==> src/sv/fsp_pkg.sv <==
// shared types and constants for the fir sample filter
`timescale 1ns / 1ps
`default_nettype none

package fsp_pkg;

  localparam int DATA_W    = 16;
  localparam int TAP_IDX_W = 6;
  localparam int PROD_W    = 2 * DATA_W;
  localparam int FRAC_BITS = 15;

  localparam logic MODE_FILTER = 1'b0;
  localparam logic MODE_LOAD   = 1'b1;

  typedef logic signed [DATA_W-1:0] sample_t;
  typedef logic [TAP_IDX_W-1:0]     tap_idx_t;

  typedef enum logic [1:0] {
    ST_IDLE = 2'b01,
    ST_RUN  = 2'b10
  } state_t;

  // control fanned out to every tap cell
  typedef struct packed {
    logic     shift_en;
    logic     load_en;
    tap_idx_t tap_index;
    sample_t  data_value;
  } cell_ctrl_t;

endpackage

`default_nettype wire

==> src/sv/fsp_sat_stage.sv <==
// scale by 2^-15 toward zero and clip to int16
`timescale 1ns / 1ps
`default_nettype none

module fsp_sat_stage #(
  parameter int ACC_W = 38
) (
  input  wire logic signed [ACC_W-1:0] acc,
  output fsp_pkg::sample_t             filtered_sample,
  output logic                         saturated
);

  localparam int SUM_W = ACC_W + 1;
  localparam int Q_W   = SUM_W - fsp_pkg::FRAC_BITS;

  logic signed [SUM_W-1:0] biased;
  logic signed [Q_W-1:0]   quot;
  logic signed [Q_W-1:0]   max_q;
  logic signed [Q_W-1:0]   min_q;

  assign max_q = Q_W'(32767);
  assign min_q = -Q_W'(32768);

  // bias negatives so the arithmetic shift truncates toward zero
  assign biased = {acc[ACC_W-1], acc}
                + (acc[ACC_W-1] ? SUM_W'((1 << fsp_pkg::FRAC_BITS) - 1) : '0);
  assign quot   = Q_W'(biased >>> fsp_pkg::FRAC_BITS);

  always_comb begin
    if (quot > max_q) begin
      filtered_sample = fsp_pkg::sample_t'(16'sh7fff);
      saturated       = 1'b1;
    end else if (quot < min_q) begin
      filtered_sample = fsp_pkg::sample_t'(16'sh8000);
      saturated       = 1'b1;
    end else begin
      filtered_sample = quot[fsp_pkg::DATA_W-1:0];
      saturated       = 1'b0;
    end
  end

endmodule

`default_nettype wire

==> config.mk <==
export PLATFORM = sky130hd
export DESIGN_NAME = fsp_sat_stage
export DESIGN_NICKNAME = d
export VERILOG_FILES = /design/src/sv/fsp_pkg.sv /design/src/sv/fsp_sat_stage.sv
export SDC_FILE = /design/constraint.sdc
export NUM_CORES = 1
export LEC_CHECK = 0
export ABC_CLOCK_PERIOD_IN_PS = 5800
export BUFFER_PORTS_ARGS = -buffer_cell sky130_fd_sc_hd__buf_2
export CORE_MARGIN = 2
export CORE_UTILIZATION = 50
export DETAILED_ROUTE_END_ITERATION = 7
export MAX_ROUTING_LAYER = met4
export PLACE_DENSITY = 0.94
export SLEW_MARGIN = 0
export SYNTH_ARGS = -nofsm -noshare
export SYNTH_HDL_FRONTEND = slang
export SYNTH_SLANG_ARGS = --single-unit
==> constraint.sdc <==
create_clock -name vclk -period 5.8
set_clock_uncertainty 0.1 [all_clocks]
set_input_delay 1.16 -clock vclk [all_inputs]
set_output_delay 1.16 -clock vclk [all_outputs]
set_load 0.005 [all_outputs]
; ---- Word level (Yosys, flattened, before mapping)
; Index checks and enable logic that the tools add are counted.
[word_totals]
output_inout_bits = 17
reg_bits = 0
wordCells = 8
[op_classes]
order_cmp = 2
muxes = 5
n_addsub = 1
[ops]
columns = op, n
row1 = $add A38 B16 Y39, 1
row2 = $mux W16, 2
row3 = $gt A24 B16 Y1 const B, 1
row4 = $lt A24 B16 Y1 const B, 1
row5 = $mux W15, 1
row6 = $mux W1, 2

; ---- Logic depth before layout (Yosys ltp)
[logic_depth]
depth_word = 5
mapped_depth = 9

; ---- Worst setup path after synthesis
; No wires, ideal clock.
[synth_timing]
path_kind = in2out
start = input port acc[14]
end = output port filtered_sample[4]
path_slack_ns = 1.217
required_time_ns = 4.540
arrival_ns = 3.323
stages = 8
path_cell_list = ha_1 -> nand4_1 -> a2111oi_4 -> o22ai_1 -> or4_1 -> o31a_4 -> buf_6 -> o22ai_1
[synth_via]
elab_chain_len = 4
[synth_rtl]
columns = item, line_no
row1 = from (decl), fsp_sat_stage.sv:8  ; input wire logic signed [ACC_W-1:0] acc,
row2 = $add A38 B16 Y39 (*), fsp_sat_stage.sv:26  ; + (acc[ACC_W-1] ? SUM_W'((1 << fsp_pkg::FRAC_BITS) - 1) : '0);
row3 = $lt A24 B16 Y1, fsp_sat_stage.sv:33  ; end else if (quot < min_q) begin
row4 = $mux W16, fsp_sat_stage.sv:33
row5 = $mux W16 (*), fsp_sat_stage.sv:30  ; if (quot > max_q) begin
row6 = to (decl), fsp_sat_stage.sv:9  ; output fsp_pkg::sample_t filtered_sample,
; Mark *: on every way between the ends. The rest lies on a longest branch, timed or not.

; ---- Final worst setup path
[layout_timing]
start = input port acc[37]
end = output port filtered_sample[1]
[layout_via]
elab_chain_len = 5
[layout_rtl]
columns = item, line_no
row1 = $mux W15, fsp_sat_stage.sv:26
row2 = $add A38 B16 Y39 (*), fsp_sat_stage.sv:26
row3 = $lt A24 B16 Y1, fsp_sat_stage.sv:33
row4 = $mux W16, fsp_sat_stage.sv:33
row5 = $mux W16 (*), fsp_sat_stage.sv:30
; Marks and branches as above.

==> flow_summary.rst <==
.. list-table::
   :header-rows: 1

   * - Metric
     - Value
   * - Initial antenna violation count
     - 0
   * - Slew at the pin closest to its max-slew limit
     - 620 ps
   * - Commonest non-fill, non-tap cell in the layout
     - buf_2
   * - Width of the die
     - 52.0 um
   * - Largest fanout on the critical path
     - 17
   * - Vias after detailed routing
     - 1425
   * - Total congestion overflow after global routing
     - 0
   * - Final worst path period share
     - 88.9%
   * - Maximum frequency from static timing analysis
     - 194 MHz
   * - Std-Cell Rows
     - 17
   * - Final Slew Violations
     - 0
   * - Worst setup margin
     - 642 ps
   * - Hold Worst Slack
     - 2610 ps
   * - Clk_buf instances
     - 0
   * - Resized cells post-CTS
     - 0
   * - Minimum clock period
     - 5160 ps
   * - Overall routed net length
     - 3.15 mm
   * - Synthesized Nets
     - 200
   * - Largest net degree at the start of global routing
     - 18
   * - Power density normalized to cell area
     - 71.0 nW/um^2
   * - Area Growth Syn to Fin
     - 26.2%
   * - Antenna violation net count after detailed routing
     - 0
   * - Critical path, cell by cell
     - buf_2 > ha_1 > a311oi_2 > o21bai_1 > a311o_2 > a32o_2 > and2_0 > o31a_4 > o32ai_2 > buf_2
   * - Bufs and invs on worst path
     - 2
   * - Cell area after technology mapping
     - 1150 sq um
   * - Element type at the critical path end
     - output port
   * - Number of global-route vias before repair
     - 1315
   * - Antenna cell count
     - 0
   * - Critical path required time
     - 4540 ps
   * - Kind of cell with the highest combined delay on the critical path
     - compound AO/OA/AOI/OAI gates
   * - Violation count after the first detailed-routing iteration
     - 18
   * - Class of the tightest hold or removal check
     - primary input to output port
   * - Starting density of the core
     - 52.5%
   * - Setup repair after global routing missed its margin
     - false
   * - Global-route total usage across every layer
     - 24.6%
   * - Share of the yosys chip area belonging to registers
     - 0%
   * - Area leader, netlist
     - ha_1
   * - Most frequent cells in the layout
     - 55 x buf_2, 15 x nor2_1, 14 x ha_1
   * - Pwr Total
     - 0.103 mW
   * - Post-Synthesis Mean Instance Area
     - 7.77 sq um
   * - Category of the worst setup path launch point
     - primary input
   * - Cell types occupying the most area after synthesis
     - ha_1 15%, o22ai_2 5.4%, nand3_1 5.2%
   * - Count of different cell masters after synthesis
     - 50
   * - FF/Latch Area
     - 0 sq um
   * - Worst slack, placed
     - 640 ps
   * - Class of the most critical setup path
     - primary input to output port
   * - Final RePlAce weighted congestion
     - 0.848
   * - Library cell appearing most often on the critical path
     - buf_2
   * - First-pass GRT wire length
     - 5.22 mm
   * - Layout Utilization
     - 66.2%
   * - Hold-fix buffers at CTS
     - 0
   * - Number of remaining DRC errors
     - 0
   * - Setup total negative slack
     - 0 ps
   * - Highest ir drop seen on vdd
     - 0.0399 mV
   * - Cell depth of the worst setup path
     - 10
   * - Fraction of post-synthesis cell area in the top cell type by area
     - 15.2%
   * - Post-route cell area
     - 1450 sq um
   * - Crit-path max cell delay
     - 450 ps
   * - Setup violation total in the final timing report
     - 0
   * - Status
     - complete, no violations
   * - FF+latch count
     - 0
   * - Cell Count Post-Placement
     - 230
   * - Post-Syn Instances
     - 148
   * - Placed wire-length estimate after detailed placement
     - 2.67 mm
   * - Max capacitance violation total
     - 0
   * - Last element of the critical path
     - filtered_sample[1]
   * - Port bufs
     - 55
   * - Share of final-layout standard cells stronger than drive strength 1
     - 39.1%
   * - Worst-path cell with the longest stage delay
     - a311o_2
   * - Detailed-router iteration count before antenna repair
     - 4
   * - Via density per instance
     - 6.20
   * - Count of synthesis-stage warnings from yosys
     - 0
   * - Hold Violations, Final
     - 0
   * - Number of setup buffers added after CTS
     - 0
   * - Count of placed standard cells in the final layout, fillers left out
     - 230
   * - Io pins
     - 55
   * - Core footprint
     - 2190 sq um
   * - Wirelength per Cell
     - 13.7 um
   * - Worst slew slack as a fraction of its limit
     - 57.6%
   * - Critical path launch point
     - acc[37]
   * - P_leak
     - 0.615 nW
   * - Worst EP arrival
     - 3900 ps
   * - Post-place instance area
     - 1450 sq um
   * - Die height
     - 52.0 um
   * - Final net count
     - 256
   * - Die area
     - 2700 sq um
[synthesized netlist by cell type (all sizes together), types with 2 or more instances]
cell type	number
o32ai	3
nor4	2
xor2	6
ha	14
a31oi	2
o211ai	2
buf	3
nand3	12
and3	2
and2	2
a21o	3
nand2	10
o21bai	2
nand4	7
nor3	3
a21oi	8
a22o	2
o21ai	7
a211oi	2
xnor2	4
a2111oi	2
nor2	15
inv	4
o22ai	13
a41oi	2
a211o	2
[logic make-up (layout without fill, tap and decap cells)]
| group | Yosys count | count (layout) | share of synthesized area (%) |
|---|---|---|---|
| compound gates | 60 | 60 | 47.3 |
| fa+ha+maj | 14 | 14 | 15.2 |
| buf+inv | 7 | 61 | 3.37 |
| xor+xnor | 10 | 10 | 7.62 |
| simple gates | 57 | 57 | 26.4 |
[worst min-delay path by stage]
stage	endpoint	startpoint	depth (start not counted)
global placement	filtered_sample[13]	acc[28]	4
CTS	filtered_sample[13]	acc[28]	4
finish	filtered_sample[13]	acc[28]	4
floorplan	filtered_sample[11]	acc[26]	2
global route	filtered_sample[13]	acc[28]	4
detailed placement	filtered_sample[13]	acc[28]	4
[metal layers]
metal / up-vias / routed length [um] / track usage [%]
met4: 0 / 80 / 7.46
met2: 59 / 1590 / 46.4
met3: 8 / 217 / 1.15
li1: 715 / - / -
met1: 643 / 1260 / 27.5
met5: - / 0 / -
[where the power goes]
group / switching (mW) / leakage [nW] / total (mW) / internal (mW)
clock: 0 / 0 / 0 / 0
combinational: 0.0566 / 0.615 / 0.103 / 0.0465
sequential: 0 / 0 / 0 / 0
total: 0.0566 / 0.615 / 0.103 / 0.0465
[area by class of cell]
class	instances	area (sq um)
multi-input cells	141	1110
inverters	4	15.0
well taps	28	35.0
repair buffers	57	290
fillers	194	739
[worst min-delay path, cell delays in order]
cell,delay [ps]
buf_2,100
xnor2_1,80
o22ai_2,80
buf_2,130
No activity file was read; power rests on OpenSTA's default activity.
