[config.mk]
export PLATFORM = sky130hd
export DESIGN_NAME = fsp_tap_cell
export DESIGN_NICKNAME = d
export VERILOG_FILES = /design/src/sv/fsp_pkg.sv /design/src/sv/fsp_tap_cell.sv
export SDC_FILE = /design/constraint.sdc
export NUM_CORES = 1
export LEC_CHECK = 0
export BUFFER_PORTS_ARGS = -buffer_cell sky130_fd_sc_hd__buf_2
export CAP_MARGIN = 0
export CORE_UTILIZATION = 25
export DETAILED_ROUTE_END_ITERATION = 7
export HOLD_SLACK_MARGIN = 0.05
export MAX_ROUTING_LAYER = met4
export SYNTH_ARGS = -nofsm -noshare
export SYNTH_HDL_FRONTEND = slang
export SYNTH_SLANG_ARGS = --single-unit
[constraint.sdc]
create_clock -name clk -period 6.15 [get_ports clk]
set_clock_uncertainty 0.15 [all_clocks]
set_input_delay 0.615 -clock clk [delete_from_list [all_inputs] [get_ports clk]]
set_output_delay 0.615 -clock clk [all_outputs]
set_load 0.05 [all_outputs]
[src/sv/fsp_pkg.sv]
// shared types and constants for the fir sample filter
`timescale 1ns / 1ps
`default_nettype none

package fsp_pkg;

  localparam int DATA_W    = 16;
  localparam int TAP_IDX_W = 6;
  localparam int PROD_W    = 2 * DATA_W;
  localparam int FRAC_BITS = 15;

  localparam logic MODE_FILTER = 1'b0;
  localparam logic MODE_LOAD   = 1'b1;

  typedef logic signed [DATA_W-1:0] sample_t;
  typedef logic [TAP_IDX_W-1:0]     tap_idx_t;

  typedef enum logic [1:0] {
    ST_IDLE = 2'b01,
    ST_RUN  = 2'b10
  } state_t;

  // control fanned out to every tap cell
  typedef struct packed {
    logic     shift_en;
    logic     load_en;
    tap_idx_t tap_index;
    sample_t  data_value;
  } cell_ctrl_t;

endpackage

`default_nettype wire

[src/sv/fsp_tap_cell.sv]
// one tap cell: sample, coefficient, registered product and partial sum
`timescale 1ns / 1ps
`default_nettype none

module fsp_tap_cell #(
  parameter int TAP_NUM = 0,
  parameter int ACC_W   = 38
) (
  input  wire logic                    clk,
  input  wire logic                    rst_n,
  input  wire fsp_pkg::cell_ctrl_t     ctrl,
  input  wire fsp_pkg::sample_t        x_in,
  input  wire logic signed [ACC_W-1:0] sum_in,
  output fsp_pkg::sample_t             x_out,
  output logic signed [ACC_W-1:0]      sum_out
);

  localparam int  IDX_RANGE   = 1 << fsp_pkg::TAP_IDX_W;
  localparam bit  ADDRESSABLE = (TAP_NUM < IDX_RANGE);
  localparam fsp_pkg::tap_idx_t MY_IDX = fsp_pkg::tap_idx_t'(TAP_NUM % IDX_RANGE);

  fsp_pkg::sample_t                    x_r;
  fsp_pkg::sample_t                    c_r;
  logic signed [fsp_pkg::PROD_W-1:0]   prod_r;
  logic signed [ACC_W-1:0]             sum_r;
  logic                                coef_we;

  assign coef_we = ADDRESSABLE && ctrl.load_en && (ctrl.tap_index == MY_IDX);

  always_ff @(posedge clk) begin
    if (!rst_n) begin
      x_r <= '0;
      c_r <= '0;
    end else begin
      if (ctrl.shift_en) begin
        x_r <= x_in;
      end
      if (coef_we) begin
        c_r <= ctrl.data_value;
      end
    end
  end

  always_ff @(posedge clk) begin
    prod_r <= c_r * x_r;
    sum_r  <= sum_in + {{(ACC_W-fsp_pkg::PROD_W){prod_r[fsp_pkg::PROD_W-1]}}, prod_r};
  end

  assign x_out   = x_r;
  assign sum_out = sum_r;

endmodule

`default_nettype wire

# ---- Word level (Yosys, flattened, before mapping)
# Index checks and enable logic that the tools add are counted.
dict set report totals {
  register_bits 102
  latchBits 0
  mem_bits_rw 0
  romBits 0
  inputBits 80
  output_inout_bits 54
  word_cells 8
  n_memories 0
}
dict set report op_classes {
  addsub 1
  mul 1
  div 0
  magnitude_cmp 0
  eq_ne 0
  shifts 0
  mux 0
  bitwise 0
  reduce_logical 2
}
# cell count
set op_table {}
lappend op_table {{adder 38 bit} 1}
lappend op_table {{multiplier 16 x 16 -> 32 bit} 1}
lappend op_table {{zero test 6 bit} 1}
lappend op_table {{logical AND 1 bit} 1}

# ---- Longest topological paths before layout
dict set report depth {
  ltp_word 2
  ltp_mapped 24
  depth_no_buf 22
}

# ---- Worst setup path after synthesis
# OpenSTA, ideal clock, no wires.
dict set report synth_timing {
  path_type {register to register}
  start {reg x_r[7], in the netlist x_out[7]}
  end {reg prod_r[30] (netlist name)}
  setup_ns 0.123
  arrival_ns 6.279
  required_time_ns 5.877
  slack_ns -0.402
  path_stages_with_launch 23
  path_buffers 2
  period_less_slack_ns 6.552
  cell_sequence {dfxtp_1 > clkbuf_1 > clkbuf_1 > nand2_1 > fa_1 > inv_1 > fa_1 > fa_1 > fa_1 > fa_1 > inv_1 > fa_1 > inv_1 > ha_1 > a2111oi_0 > o21ai_1 > a21boi_0 > nor3_1 > a221oi_2 > a311o_1 > a21oi_2 > a21oi_1 > xor2_1}
}
dict set report synth_between {
  elab_chain_len 1
}
# item line_no
set synth_lines {}
lappend synth_lines {{start: declaration} fsp_tap_cell.sv:22} ;# fsp_pkg::sample_t x_r;
lappend synth_lines {{start signal: assignment} fsp_tap_cell.sv:36} ;# x_r <= x_in;
lappend synth_lines {{multiplier 16 x 16 -> 32 bit} fsp_tap_cell.sv:45} ;# prod_r <= c_r * x_r;
lappend synth_lines {{end signal: assignment} fsp_tap_cell.sv:45}
lappend synth_lines {{end: declaration} fsp_tap_cell.sv:24} ;# logic signed [fsp_pkg::PROD_W-1:0] prod_r;
# No other way between the ends.
# A chain may end at the register's enable or synchronous reset.

# ---- Worst setup path in the final report
dict set report layout_timing {
  start {reg x_r[4], in the netlist x_out[4]}
  end {reg prod_r[28] (netlist name)}
}
# Same word-level chain as after synthesis.

==> results.json <==
{
  "routed_wl_um": 37900,
  "ant_nets": 0,
  "powerDensity_mw_per_mm2": 110,
  "post-synth-top-count-cell": "inv_1",
  "hold_ws_ns": 0.292,
  "p_int_mw": 1.20,
  "ys_types": 57,
  "cts.clk_slew.worst_paths_ns": 0.07,
  "relSlewSlack_pct": 42.7,
  "hold_depth": 2,
  "grt_pass1_wl_um": 62300,
  "die_area_mm2": 0.0584,
  "maxCapViolCount": 0,
  "fp.dieH_um": 242,
  "tightestPinTransition_ns": 0.857,
  "hold_buffers": 0,
  "hold_violations": 0,
  "grt_use_total_pct": 13.9,
  "pwr-share-clk_pct": 30.8,
  "gp_congestion": 0.883,
  "switchingPower_mw": 0.703,
  "critPathRequiredTime_ns": 6.27,
  "dr.pass1.iters": 5,
  "synth_nets": 1995,
  "syn_area_per_cell_um2": 9.37,
  "synth.largest_area_cell": "fa_1",
  "rr_worst_depth": 20,
  "clk_latency_ns": 0.39,
  "core-area_mm2": 0.0566,
  "area_growth_pct": 20.1,
  "synth_seq_cells": 102,
  "comb_power_share_pct": 29.8,
  "fillCellCount": 5954,
  "async_flop_share_pct": 0,
  "reg2reg_to": "prod_r[28]$_DFF_P_",
  "fin_nets": 2207,
  "finalSetupViolations": 0,
  "swShare_pct": 36.9,
  "drt-wirelength-per-cell_um": 15.1,
  "htree_levels": 3,
  "reg2reg_from": "x_out[4]$_SDFFE_PN0P_",
  "dp_hpwl_um": 32300,
  "min_path_type": "in -> reg",
  "via_count": 10820,
  "min_from": "sum_in[0]",
  "slew_violations": 0,
  "max_freq_ghz": 0.166,
  "route.detailed.drc": 0,
  "ios": 134,
  "synth-edff-count": 0,
  "avgViaCountPerCell": 4.31,
  "antenna_found_initial": 2,
  "overflow": 0,
  "fin_ws_ns": 0.117,
  "ir_worst_vdd_v": 0.000103,
  "seqPwrFrac_pct": 39.4,
  "numCtsBuffers": 9,
  "place_ws_ns": -0.157,
  "worstSetupStartpointType": "flip-flop",
  "setup.worst_path.end_class": "flip-flop",
  "grt_max_degree": 33,
  "initial_core_util_pct": 25.4,
  "period_share_pct": 98.1,
  "yosys.area.top_type_share_pct": 36.7,
  "total_power_mw": 1.90,
  "syn_area_mm2": 0.0144,
  "syn_inst": 1533,
  "rsz0062_at_grt": "true",
  "status": "completed",
  "drive_gt1_share_pct": 20.0,
  "grt_pass1_vias": 12184,
  "cts_root_buf": "clkbuf_16",
  "path_class": "reg -> reg",
  "synth_top_flop_cell": "dfxtp_1",
  "cts.sinks": 102,
  "cp.arrival_ns": 6.16,
  "synth_commonest_cells": "inv_1 (301), fa_1 (263), nand2_1 (148)",
  "yosysSeqAreaShare_pct": 14.2,
  "min_to": "sum_out[0]$_DFF_P_",
  "crit_path_max_fanout": 7,
  "leakage_nw": 8.97,
  "synth.area.top_cells": "fa_1 (37%), dfxtp_1 (14%), ha_1 (10%)",
  "dieWidth_um": 242,
  "fin_util_pct": 30.5,
  "ff2ff_setup_slack_ns": 0.12,
  "cts_tree": "yes",
  "clockBufferDepth": 2,
  "layout_min_cycle_time_ns": 6.03,
  "numPortBuffers": 133,
  "first_iter_violations": 432,
  "placementRows": 87,
  "yosysWarnings": 0
}
[critical path, stage by stage (launching register included)]
cell and delay, ns:
dfxtp_4 0.39, buf_4 0.16, and2_1 0.17, fa_1 0.54, inv_1 0.06, fa_1 0.41, fa_1 0.45, fa_1 0.49
inv_1 0.06, fa_1 0.55, fa_1 0.43, ha_1 0.31, and3_4 0.18, and2_4 0.15, a221o_1 0.36, o21ai_4 0.19
a221oi_2 0.10, a311o_1 0.32, a21oi_2 0.20, nand2b_1 0.09, xor2_1 0.15
[logic make-up (layout without fill, tap and decap cells)]
group | after synthesis | in the layout | synth area share, %
AO/OA/AOI/OAI | 172 | 172 | 8.08
XOR/XNOR | 65 | 65 | 3.96
adder cells (fa/ha/maj) | 382 | 382 | 47.0
buffers and inverters | 351 | 568 | 9.20
flip-flops | 102 | 102 | 14.2
multiplexers | 33 | 33 | 2.30
other | 0 | 2 | 0
AND/OR/NAND/NOR | 428 | 428 | 15.2
[power groups by stage]
| stage | Clock, mW | Combinational [mW] | Sequential (mW) |
|---|---|---|---|
| after global placement | 0 | 0.553 | 0.773 |
| after CTS | 0.625 | 0.564 | 0.757 |
| after detailed placement | 0 | 0.560 | 0.773 |
| after global routing | 0.648 | 0.616 | 0.757 |
| after floorplan | 0 | 0.241 | 0.909 |
| final | 0.587 | 0.567 | 0.750 |
[registers in the layout, summed over array words and instances, names as in the netlist]
name,flops
prod_r,32
sum_out,38
x_out,16
c_r,16
[placed cells by master, fill, tap and decap left out, drive strengths merged, types with 4 or more instances in the layout]
master,Yosys,final
inv,301,301
fa,263,263
buf,2,251
nand2,148,148
and2,128,128
ha,119,119
dfxtp,102,102
a21oi,52,52
nor2,50,50
xnor2,45,45
nor2b,37,37
o21ai,34,34
mux2i,33,33
a21o,28,28
xor2,20,20
nor3,13,13
nand2b,12,12
clkbuf,48,11
nand3,10,10
o21a,9,9
nand4,7,7
a31oi,7,7
and3,7,7
o21bai,6,6
a211oi,5,5
clkinv,0,5
o211ai,4,4
nor4,4,4
a21boi,4,4
[per-layer routing]
metal | vias up | GRT usage, % | wire length, um
met5 | - | - | 0
met1 | 5424 | 16.0 | 16200
met2 | 179 | 24.4 | 19600
met3 | 55 | 1.72 | 990
li1 | 5162 | - | -
met4 | 0 | 5.58 | 1170
[through the flow]
step	instances	setup TNS, ns	area (um2)
after CTS	2495	0	17000
after floorplan	1533	0	14400
final	2508	0	17200
after global routing	2508	-0.107	17200
after detailed placement	2475	-0.580	16600
after global placement	2475	-0.173	16600
[repair_timing]
| action | in CTS | in global routing |
|---|---|---|
| buffers inserted | 4 | 13 |
| setup endpoints to repair | 7 | 8 |
| gates resized for setup | 21 | 56 |
| pin swaps | 13 | 37 |
| endpoints found under the hold margin | 0 | 0 |
[area by class of cell]
type                       instances  area (um2)  area share, %
tap                              756         946           5.49
multi-input combinational       1080       11200           64.9
clock inverter                     5        32.5          0.189
antenna                            2        5.00         0.0290
timing repair buffer             251        1570           9.11
clock buffer                      11         254           1.47
sequential                       102        2120           12.3
inverter                         301        1130           6.55
[how the worst max path moves through the flow]
stage	startpoint	to	slack, ns	cells past startpoint
after floorplan	x_out[7]$_SDFFE_PN0P_	prod_r[30]$_DFF_P_	0.04	22
after CTS	x_out[2]$_SDFFE_PN0P_	prod_r[28]$_DFF_P_	0.004	21
after global routing	x_out[5]$_SDFFE_PN0P_	prod_r[28]$_DFF_P_	-0.07	23
after detailed placement	c_r[12]$_SDFFE_PN0P_	prod_r[28]$_DFF_P_	-0.16	20
after global placement	c_r[12]$_SDFFE_PN0P_	prod_r[30]$_DFF_P_	-0.08	20
final	x_out[4]$_SDFFE_PN0P_	prod_r[28]$_DFF_P_	0.12	20
(Power assumes the default switching activity.)
